File: config.mk
export PLATFORM = sky130hd
export DESIGN_NAME = ilae_cell
export DESIGN_NICKNAME = d
export VERILOG_FILES = /design/src/rtl/ilae_pkg.sv /design/src/rtl/ilae_cell.sv
export SDC_FILE = /design/constraint.sdc
export NUM_CORES = 1
export LEC_CHECK = 0
export BUFFER_PORTS_ARGS = -buffer_cell sky130_fd_sc_hd__buf_2
export CAP_MARGIN = 40
export CORE_MARGIN = 2
export CORE_UTILIZATION = 39
export DETAILED_ROUTE_END_ITERATION = 16
export PLACE_DENSITY = 0.81
export SLEW_MARGIN = 15
export SYNTH_ARGS = -nofsm -noshare
export SYNTH_HDL_FRONTEND = slang
export SYNTH_SLANG_ARGS = --single-unit
File: constraint.sdc
create_clock -name clk -period 3.77 [get_ports clk]
set_clock_uncertainty 0.1 [all_clocks]
set_input_delay 0.754 -clock clk [delete_from_list [all_inputs] [get_ports clk]]
set_output_delay 0.754 -clock clk [all_outputs]
set_load 0.01 [all_outputs]
File: src/rtl/ilae_pkg.sv
// Shared types and codes of the indexed list array engine.
`timescale 1ns / 1ps

package ilae_pkg;

  localparam int WORD_W = 32;

  localparam logic [2:0] OP_APPEND = 3'd0;
  localparam logic [2:0] OP_INSERT = 3'd1;
  localparam logic [2:0] OP_DELETE = 3'd2;
  localparam logic [2:0] OP_SEARCH = 3'd3;
  localparam logic [2:0] OP_EDIT   = 3'd4;
  localparam logic [2:0] OP_READ   = 3'd5;

  localparam logic [1:0] ST_OK        = 2'd0;
  localparam logic [1:0] ST_BAD_INDEX = 2'd1;
  localparam logic [1:0] ST_OVERFLOW  = 2'd2;
  localparam logic [1:0] ST_NOT_FOUND = 2'd3;

  localparam logic [6:0] CAP_RESET = 7'd64;

  // What every cell of the chain does when it is clocked.
  typedef enum logic [1:0] {
    CELL_HOLD,
    CELL_WRITE,
    CELL_INS,
    CELL_DEL
  } cell_act_t;

  // Result of the reduction tree.
  typedef struct packed {
    logic              done;
    logic              hit;
    logic [WORD_W-1:0] data;
  } red_res_t;

endpackage

File: src/rtl/ilae_cell.sv
// One cell of the list chain: holds one entry and trades it with its neighbors.
`timescale 1ns / 1ps

module ilae_cell
  import ilae_pkg::*;
#(
  parameter int IDX = 0,
  parameter int AW  = 6
) (
  input  logic              clk,
  input  cell_act_t         act,
  input  logic [AW-1:0]     tgt,
  input  logic [WORD_W-1:0] wr_value,
  input  logic [WORD_W-1:0] left_q,
  input  logic [WORD_W-1:0] right_q,
  input  logic [WORD_W-1:0] key,
  output logic [WORD_W-1:0] data_q,
  output logic              eq
);

  localparam logic [AW-1:0] MY = AW'(IDX);

  logic [WORD_W-1:0] data_r;
  logic [WORD_W-1:0] data_nxt;

  always_comb begin
    data_nxt = data_r;
    case (act)
      CELL_WRITE: begin
        if (MY == tgt) data_nxt = wr_value;
      end
      // Insert opens a hole at the target by moving every later entry up.
      CELL_INS: begin
        if (MY > tgt) data_nxt = left_q;
        else if (MY == tgt) data_nxt = wr_value;
      end
      CELL_DEL: begin
        if (MY >= tgt) data_nxt = right_q;
      end
      default: data_nxt = data_r;
    endcase
  end

  always_ff @(posedge clk) begin
    data_r <= data_nxt;
  end

  assign data_q = data_r;
  assign eq     = (data_r == key);

endmodule

## Yosys cells after proc, flatten, opt, wreduce, memory -nomap -nowiden

Index checks and enable logic that the tools add are counted.

| cells by class | value |
|---|---|
| order comparisons | 2 |
| eq/ne operators | 5 |
| multiplexer cells | 4 |
| reductions and logical operators | 3 |

Operator list:

| operator | count |
|---|---|
| 32-bit 2-to-1 mux | 3 |
| 32-bit case mux with 3 select lines | 1 |
| 32-bit equality test | 1 |
| 1-bit by 6-bit greater-or-equal comparator with 1-bit output (first input constant) | 1 |
| 1-bit by 6-bit greater-than comparator with 1-bit output (first input constant) | 1 |
| 6-bit zero test | 1 |
| 2-bit equality test (second input constant) | 2 |
| 3-bit nonzero test | 1 |
| 2-bit by 1-bit equality test with 1-bit output (second input constant) | 1 |
| 2-bit != test (second input constant) | 1 |
| 2-bit AND reduction | 1 |

| storage, ports and cells | value |
|---|---|
| bits in registers | 32 |
| bits of input ports | 137 |
| word-level logic and storage cells | 15 |

## Logic depth before layout (Yosys ltp)

Gate-level depths: netlist of run 1.

| logic depth | value |
|---|---|
| depth after elaboration | 4 |
| depth in mapped cells | 6 |
| gate-level depth less buffers | 4 |

## Least setup slack after synthesis of run 1

No wires, ideal clock.

| timing | value |
|---|---|
| path kind | input to register |
| start | in tgt[5] |
| end | reg data_r[0], in the netlist data_q[0], enable pin |
| data arrival time | 2.860 ns |
| required time | 3.248 ns |
| slack | 0.388 ns |
| cell stages on the path | 6 |
| cells stage by stage | nor4_2 and2_1 buf_6 buf_12 nor2_1 nor2_1 |

| on the way | value |
|---|---|
| word-level cells in the longest chain between the ends | 3 |

Ends and longest elaborated chain:

| element | line | RTL |
|---|---|---|
| from (decl) | ilae_cell.sv:12 | `input logic [AW-1:0] tgt,` |
| 1-bit by 6-bit greater-or-equal comparator with 1-bit output | ilae_cell.sv:38 | `if (MY >= tgt) data_nxt = right_q;` |
| 2-bit != test (no source line) | -- |  |
| 2-bit AND reduction (no source line) | -- |  |
| to (signal assigned) | ilae_cell.sv:45 | `data_r <= data_nxt;` |
| to (decl) | ilae_cell.sv:23 | `logic [WORD_W-1:0] data_r;` |

No other way between the ends.
A chain may end at the register's enable or synchronous reset.

## Final worst setup path of run 1

| timing | value |
|---|---|
| start | in key[23] |
| end | out eq |

| on the way | value |
|---|---|
| word-level cells in the longest chain between the ends | 1 |

Ends and longest elaborated chain:

| element | line | RTL |
|---|---|---|
| from (decl) | ilae_cell.sv:16 | `input logic [WORD_W-1:0] key,` |
| 32-bit equality test | ilae_cell.sv:49 | `assign eq = (data_r == key);` |
| to (decl) | ilae_cell.sv:18 | `output logic eq` |

No other way between the ends.

==> results.ini, run 1 <==
[setup_path]
crit_type = primary input to output pin
regToRegStartpoint = data_q[12]$_DFFE_PP_
cp-end-kind = output pin
r2r-end = data_q[12]$_DFFE_PP_
path_max_fanout = 1
r2r_setup_slack_ps = 2720
worstPathRequired_ps = 2920
worst-endpoint-arrival_ps = 1860
reg2regPathDepth = 2
cp-start-kind = primary input

[routing]
wl_per_cell_um = 13.5
routed-wl-met2_um = 2950
wirelength_um = 5830
top_layer_used = met4
vias = 2125
drtPass1Iterations = 5
drc = 0
vias_per_cell = 4.94
drtIter0Drc = 137
ant_nets = 0
wl_met3_um = 455
wl_met1_um = 2380

[run_status]
status = completed

[final_layout]
multi_input_area_um2 = 958
areaGrowthSynthToFinish_pct = 40.2
antenna_cells = 0
drive_above_1_share_pct = 41.4
ff_latch_area_um2 = 961
final_nets = 496
fin_util_pct = 56.1
largest_reg_flops = 32
num-fill-cells = 462

[floorplan]
start_util_pct = 40.0
die_area_um2 = 5770
core.rowCount = 26
die_h_um = 75.9
die_w_um = 75.9
fp.coreArea_um2 = 5040
io_pins = 170

[logic_synthesis]
postSynthRegisterBits = 32
yosysUniqueCellTypes = 12
syn-num-nets = 362
synthCells = 225
yosys.area_share.simple_pct = 23.2
syn-cell-area_um2 = 2020
yosysWarningCount = 0
synth_compound_area_share_pct = 9.92
synth_area_leaders = edfxtp_1, xor2_1, nand2_1
syn_area_per_cell_um2 = 8.97
synth_top_area_share_pct = 47.6
synthMuxAreaShare_pct = 0
synth_top_family_by_area = simple AND/OR/NAND/NOR gates
synth_top_area_cell = edfxtp_1
synth_xor_area_share_pct = 13.9
synth_seq_area_share_pct = 47.6
synth_fa_ha_area_share_pct = 0

[clock_network]
clock_path_buffers = 2
cts_setup_buffers = 0
clock_sinks = 32
path_clk_slew_ps = 60
cts-root-buf = clkbuf_8
cts_htree_levels = 2
worstSkewPairLatency_ps = 280
cts_inserted_buffers = 5
hold_buffers = 0
cts_resized = 0
cts_tree = yes

[placed_design]
place.gp.congestion = 0.768
place_hpwl_um = 4450
portBuffers = 137

[pwr]
pwr-share-comb_pct = 24.3
switching_share_pct = 28.3
pwr-share-seq_pct = 50.0
p_int_mw = 0.688
clockPowerShare_pct = 25.7
leakagePower_nw = 1.33
powerDensity_nw_per_um2 = 339
peakVddDrop_mv = 0.210
p_switching_mw = 0.272

[timing]
hold_violations = 0
worst_pin_slew_ps = 628
rsz0062_at_grt = no
finalSetupViolations = 0
finalCriticalPeriod_ps = 2710
fmax_mhz = 369
finalCritPeriodShare_pct = 71.9
relSlewSlack_pct = 58.0
setup_tns_ps = 0
final-max-slew-violation-count = 0
worst_hold_slack_ps = 584

[worst_hold_path]
min_from = data_q[30]$_DFFE_PP_
hold_path_depth = 2
min_to = data_q[30]$_DFFE_PP_
hold_class = flip-flop to flip-flop

[global_routing]
antenna_found_initial = 0
grt_max_degree = 65
grt_usage_pct = 20.1
grt_overflow_total = 0
grt_pass1_wl_um = 9210
grt_pass1_vias = 1949

[flow_run]
drv_cap = 0

-- cell families (layout without fill, tap and decap cells) --
kind of cell	Yosys count	after routing
AO/OA/AOI/OAI	32	32
AND/OR/NAND/NOR	115	115
buffers and inverters	14	149
flip-flops	32	32
XOR/XNOR	32	32
-- worst max path at each step --
stage,from,end,slack [ps],depth (start not counted)
floorplan,tgt[5],data_q[0]$_DFFE_PP_,390,6
global placement,key[23],eq,1050,6
detailed placement,key[23],eq,1070,6
CTS,key[23],eq,1070,6
global route,key[23],eq,990,6
finish,key[23],eq,1060,6
-- cell type report --
class,instances,share of cell area [%]
sequential,32,34.0
multi-input combinational,179,33.9
timing repair buffer,141,26.3
tap,70,3.09
clock buffer,7,2.70
clock inverter,1,0.133
-- critical path, stage by stage --
cell     delay, ps
buf_2          110
xor2_1         140
nor4_1         360
nand4_1        220
nor2_1         140
buf_2          140
-- power groups by stage --
stage	combinational (mW)	clock [mW]	sequential, mW
after detailed placement	0.236	0	0.487
after floorplan	0.0956	0	0.501
after global routing	0.259	0.275	0.486
after CTS	0.237	0.254	0.480
final	0.233	0.247	0.479
after global placement	0.224	0	0.486
-- cell usage after synthesis --
| master | n |
|---|---|
| a31oi_1 | 32 |
| and2_1 | 1 |
| buf_12 | 3 |
| buf_6 | 1 |
| clkbuf_1 | 10 |
| edfxtp_1 | 32 |
| nand2_1 | 66 |
| nand4_1 | 2 |
| nor2_1 | 37 |
| nor4_1 | 8 |
| nor4_2 | 1 |
| xor2_1 | 32 |
-- layer usage --
metal	vias up	track usage (%)
met5	-	0
met4	0	4.18
met3	6	6.07
met2	114	35.9
met1	956	23.9
li1	1049	-
-- per-stage QoR --
step / power, mW / cells / cell area (um2) / setup slack, ps
6_report: 0.959 / 430 / 2830 / 1060
5_1_grt: 1.02 / 430 / 2830 / 991
4_1_cts: 0.970 / 430 / 2830 / 1070
3_5_place_dp: 0.723 / 422 / 2750 / 1070
3_3_place_gp: 0.710 / 420 / 2710 / 1050
2_1_floorplan: 0.596 / 225 / 2020 / 388
-- cell usage in the layout (no fill, tap or decap), types with 2 or more instances in the layout --
cell / synthesis / routed
buf_2: 0 / 137
nand2_1: 66 / 65
nor2_1: 37 / 36
a31oi_1: 32 / 32
xor2_1: 32 / 32
edfxtp_1: 32 / 32
nor4_1: 8 / 8
clkbuf_8: 0 / 5
nand4_1: 2 / 2
clkbuf_1: 10 / 2
buf_4: 0 / 2
Note: power is estimated with default switching activity, not from simulation.
==> inputs of run 2 (changes only) <==
--- a/config.mk
+++ b/config.mk
@@ -8,9 +8,9 @@
 export BUFFER_PORTS_ARGS = -buffer_cell sky130_fd_sc_hd__buf_2
 export CAP_MARGIN = 40
 export CORE_MARGIN = 2
-export CORE_UTILIZATION = 39
+export CORE_UTILIZATION = 35
 export DETAILED_ROUTE_END_ITERATION = 16
-export PLACE_DENSITY = 0.81
+export PLACE_DENSITY = 0.77
 export SLEW_MARGIN = 15
 export SYNTH_ARGS = -nofsm -noshare
 export SYNTH_HDL_FRONTEND = slang
==> constraint.sdc (replaced) <==
create_clock -name clk -period 2.3 [get_ports clk]
set_clock_uncertainty 0.1 [all_clocks]
set_input_delay 0.46 -clock clk [delete_from_list [all_inputs] [get_ports clk]]
set_output_delay 0.46 -clock clk [all_outputs]
set_load 0.01 [all_outputs]
==> run 2 against run 1 <==
Net effect: critical endpoint unchanged; critical path depth is 1 lower; cell area is 2.4% higher; die area is 11% higher; sequential share of layout area is 0.79 points lower.
==> results.ini, run 2 (synthesized netlist as in run 1, its figures left out) <==
[routing]
vias_per_cell = 4.91
wl_met1_um = 2380
drc = 0
vias = 2169
top_layer_used = met4
drtIter0Drc = 89
wl_per_cell_um = 13.5
wl_met3_um = 466
drtPass1Iterations = 5
ant_nets = 0
wirelength_um = 5950
routed-wl-met2_um = 3060

[setup_path]
path_max_fanout = 3
crit_type = flip-flop to output pin
worstPathRequired_ps = 1740
path_cells = xor2_1, nor4_2, nand4_1, nor2_1, buf_2
reg2regPathDepth = 3
max_stage_delay_ps = 430
worst-endpoint-arrival_ps = 1630
path_buf_inv = 1
cp-start-kind = flip-flop
cp.depth = 5
cpMaxStageDelayCell = edfxtp_1
r2r_setup_slack_ps = 1230
cp-end-kind = output pin
path_delay_family = simple AND/OR/NAND/NOR gates

[floorplan]
die_area_um2 = 6390
io_pins = 170
fp.coreArea_um2 = 5540
die_h_um = 79.9
die_w_um = 79.9
core.rowCount = 27
start_util_pct = 36.4

[global_routing]
grt_pass1_wl_um = 8690
grt_max_degree = 37
antenna_found_initial = 0
grt_pass1_vias = 1911
grt_usage_pct = 17.9
grt_overflow_total = 0

[timing]
final-max-slew-violation-count = 0
worst_pin_slew_ps = 338
finalCritPeriodShare_pct = 95.1
hold_violations = 0
setup_tns_ps = 0
fmax_mhz = 457
relSlewSlack_pct = 77.4
finalSetupViolations = 0
fin_ws_ps = 114
worst_hold_slack_ps = 425
rsz0062_at_grt = yes
finalCriticalPeriod_ps = 2190

[final_layout]
final_common_cell = buf_2
final_area_um2 = 2900
antenna_cells = 0
final_cells = 442
areaGrowthSynthToFinish_pct = 43.6
largest_reg_flops = 32
mostFrequentLayoutCells = buf_2, nand2_1, nor2_1
drive_above_1_share_pct = 44.1
final_nets = 507

[clock_network]
cts_htree_levels = 2
path_clk_slew_ps = 70
cts-root-buf = clkbuf_8
cts_inserted_buffers = 5
worstSkewPairLatency_ps = 270
clock_path_buffers = 2
clock_sinks = 32
cts_tree = yes

[pwr]
powerDensity_nw_per_um2 = 550
leakagePower_nw = 1.37
peakVddDrop_mv = 0.333

[worst_hold_path]
hold_class = primary input to flip-flop
hold_path_depth = 3

[placed_design]
place_hpwl_um = 4750
dp_cells = 428
portBuffers = 137
place.gp.congestion = 0.762
dp_slack_ps = 156
dpl_cell_area_um2 = 2760

[run_status]
status = completed

[flow_run]
drv_cap = 0

[run 2: cell types whose count changed in the layout (fill, tap and decap cells not counted), sizes merged]
| cell | previous run | this run |
|---|---|---|
| buf | 141 | 152 |
| clkbuf | 7 | 6 |
[run 2: layer usage]
layer	GRT usage [%]	vias to the layer above
met5	0	-
met4	4.75	0
met3	4.86	6
met2	32.3	112
met1	20.8	984
li1	-	1067
[run 2: tightest hold or removal path, stage by stage]
cell     delay, ps
buf_2           70
nor2_1          30
a31oi_1        120
[run 2: through the flow]
stage | power [mW] | util [%]
2_1_floorplan | 0.978 | -
3_3_place_gp | 1.17 | 49.7
3_5_place_dp | 1.18 | 49.7
4_1_cts | 1.59 | 51.2
5_1_grt | 1.68 | 52.3
6_report | 1.59 | 52.3
[run 2: layout make-up]
cell class | instances | area, um2
Clock buffer | 6 | 72.6
Clock inverter | 1 | 5.00
Fill cell | 525 | 2640
Multi-Input combinational cell | 179 | 971
Sequential cell | 32 | 961
Tap cell | 72 | 90.1
Timing Repair Buffer | 152 | 798
[run 2: report_power, final]
group | leakage (nW) | switching, mW | total, mW | internal, mW
clock network | 0.0410 | 0.196 | 0.401 | 0.205
logic | 1.02 | 0.206 | 0.407 | 0.201
registers | 0.310 | 0.0560 | 0.785 | 0.729
[run 2: worst paths after layout]
kind                          end            startpoint
max                            eq  data_q[13]$_DFFE_PP_
min          data_q[22]$_DFFE_PP_           right_q[22]
max reg2reg  data_q[23]$_DFFE_PP_  data_q[23]$_DFFE_PP_
min reg2reg  data_q[28]$_DFFE_PP_  data_q[28]$_DFFE_PP_
[run 2: repair_timing]
action / CTS / global route
pin swaps: 0 / 8
setup buffers: 0 / 7
hold buffers: 0 / 0
setup endpoints to repair: 1 / 1
hold endpoints to repair: 0 / 0
resized for setup: 1 / 1
==> inputs of run 3 (changes only) <==
--- a/config.mk
+++ b/config.mk
@@ -5,12 +5,16 @@
 export SDC_FILE = /design/constraint.sdc
 export NUM_CORES = 1
 export LEC_CHECK = 0
+export ABC_AREA = 1
 export BUFFER_PORTS_ARGS = -buffer_cell sky130_fd_sc_hd__buf_2
 export CAP_MARGIN = 40
+export CELL_PAD_IN_SITES_DETAIL_PLACEMENT = 1
+export CELL_PAD_IN_SITES_GLOBAL_PLACEMENT = 1
 export CORE_MARGIN = 2
-export CORE_UTILIZATION = 35
+export CORE_UTILIZATION = 25
+export CTS_BUF_LIST = sky130_fd_sc_hd__clkbuf_4 sky130_fd_sc_hd__clkbuf_8
 export DETAILED_ROUTE_END_ITERATION = 16
-export PLACE_DENSITY = 0.77
+export PLACE_DENSITY_LB_ADDON = 0.1
 export SLEW_MARGIN = 15
 export SYNTH_ARGS = -nofsm -noshare
 export SYNTH_HDL_FRONTEND = slang
==> run 3 against run 2 <==
Net effect: sequential cell count unchanged; routed wire length increased by 31%; cell area increased by 15%; synthesized cell count increased by 60%; critical path depth increased by 4; maximum frequency increased by 7.6%; via count increased by 22%; first-iteration DRC count decreased by 64%; global-route usage decreased by 2.9 points; count of clock-buffer cells in the layout decreased by 1; final cell count increased by 41%; power increased by 7.1%; largest power group unchanged; highest routed layer unchanged.
==> results.ini, run 3 <==
[floorplan]
io_pins = 170
start_util_pct = 26.0
die_h_um = 103
fp.coreArea_um2 = 9330
die_w_um = 103
core.rowCount = 35
die_area_um2 = 10500

[run_status]
status = completed

[logic_synthesis]
synth_top_area_cell = edfxtp_1
synth_top_family_by_area = simple AND/OR/NAND/NOR gates
synth_area_leaders = edfxtp_1, nand2_1, inv_1
synthTopCellsByCount = nand2_1, inv_1, o21ai_1, edfxtp_1, nor2_1
synthCells = 359
synth_seq_area_share_pct = 39.6
yosysMostFrequentCell = nand2_1
postSynthRegisterBits = 32
yosysUniqueCellTypes = 19
yosysWarningCount = 0
async_reset_ff_share_pct = 0
synth_xor_area_share_pct = 1.08
synth_fa_ha_area_share_pct = 0
synth_top_area_share_pct = 39.6
synthMuxAreaShare_pct = 0
syn-num-nets = 496
ys.flop_type = edfxtp_1
syn-cell-area_um2 = 2430
synth_edf_count = 32
synth_compound_area_share_pct = 15.7
syn_area_per_cell_um2 = 6.76
yosys.area_share.simple_pct = 30.7

[timing]
worst_pin_slew_ps = 510
final-max-slew-violation-count = 0
finalCriticalPeriod_ps = 2030
finalCritPeriodShare_pct = 88.3
rsz0062_at_grt = no
setup_tns_ps = 0
finalSetupViolations = 0
hold_violations = 0
relSlewSlack_pct = 66.0
fmax_mhz = 492

[routing]
ant_nets = 0
wirelength_um = 7810
wl_per_cell_um = 12.5
vias_per_cell = 4.25
drtIter0Drc = 32
drc = 0
vias = 2657
drtPass1Iterations = 4

[setup_path]
r2r-end = data_q[4]$_DFFE_PP_
worstPathRequired_ps = 1740
cp-end-kind = output pin
cp-start-kind = flip-flop
reg2regPathDepth = 4
crit_type = flip-flop to output pin
worst-endpoint-arrival_ps = 1470
path_max_fanout = 3
regToRegStartpoint = data_q[4]$_DFFE_PP_
r2r_setup_slack_ps = 1200

[clock_network]
cts_resized = 0
cts-root-buf = clkbuf_8
clock_sinks = 32
path_clk_slew_ps = 70
cts_inserted_buffers = 5
cts_tree = yes
hold_buffers = 0
worstSkewPairLatency_ps = 280
clock_path_buffers = 2
cts_htree_levels = 2
cts_setup_buffers = 0

[global_routing]
gr-usage-met1_pct = 17.7
grt_pass1_wl_um = 12300
grt_use_met2_pct = 27.4
grt_pass1_vias = 2723
grt_overflow_total = 0
gr-usage-met3_pct = 3.93
grt_max_degree = 59
grt_usage_pct = 15.0
antenna_found_initial = 0
grt_busiest_layer = met2

[placed_design]
place_hpwl_um = 6180
place.gp.congestion = 0.751
portBuffers = 137
dpl_cell_area_um2 = 3270

[final_layout]
largest_reg_flops = 32
drive_above_1_share_pct = 34.5
final_area_um2 = 3350
areaGrowthSynthToFinish_pct = 37.8
mostFrequentLayoutCells = nand2_1, buf_2, inv_1
final_nets = 633
antenna_cells = 0
final_common_cell = nand2_1
num-fill-cells = 1243

[flow_run]
drv_cap = 0

[pwr]
leakagePower_nw = 1.83
powerDensity_nw_per_um2 = 510
peakVddDrop_mv = 0.183

[worst_hold_path]
hold_path_depth = 3
min_from = right_q[5]
hold_class = primary input to flip-flop
min_to = data_q[5]$_DFFE_PP_

## run 3: layout make-up
| class | count | area (um2) | area share [%] |
|---|---|---|---|
| sequential | 32 | 961 | 28.7 |
| clock buffer | 5 | 68.8 | 2.06 |
| clock inverter | 2 | 7.51 | 0.224 |
| tap | 129 | 161 | 4.82 |
| multi-input combinational | 256 | 1160 | 34.8 |
| inverter | 59 | 221 | 6.62 |
| timing repair buffer | 142 | 761 | 22.7 |
## run 3: logic make-up after synthesis
logic type                count (synthesis)
AOI/OAI and AO/OA                        62
xor gates and xnor gates                  3
buffers and inverters                    71
DFF                                      32
and+or+nand+nor                         191
## run 3: worst max path at each step
stage,start,endpoint
after global placement,key[22],eq
after floorplan,tgt[0],data_q[0]$_DFFE_PP_
after global routing,data_q[23]$_DFFE_PP_,eq
after detailed placement,key[23],eq
final,data_q[23]$_DFFE_PP_,eq
after CTS,data_q[23]$_DFFE_PP_,eq
## run 3: power breakdown
group / internal (mW) / total [mW] / switching (mW)
clock network: 0.200 / 0.409 / 0.209
logic: 0.232 / 0.518 / 0.287
registers: 0.732 / 0.779 / 0.0473
total: 1.16 / 1.71 / 0.543
## run 3: per-stage QoR
step	std cells	total power [mW]	setup slack, ps	utilization (%)	hold slack, ps
2_1_floorplan	359	1.08	193	-	546
4_1_cts	625	1.75	177	35.9	337
5_1_grt	625	1.84	52.9	35.9	354
3_5_place_dp	618	1.32	377	35.1	609
6_report	625	1.71	268	35.9	347
3_3_place_gp	618	1.30	409	35.1	588
## run 3: metal layers
layer	up-vias	wire, um
met5	-	0
met4	0	63
met3	4	504
met2	81	3930
met1	1188	3310
li1	1384	-
## run 3: worst max-delay path, stage by stage, from the launching register on
cell,delay (ps)
edfxtp_1,380
inv_1,80
nand2_1,70
nand2_1,50
nor2_1,100
nand2_1,100
nor2_1,140
nand2_1,70
nor2_1,80
buf_2,140
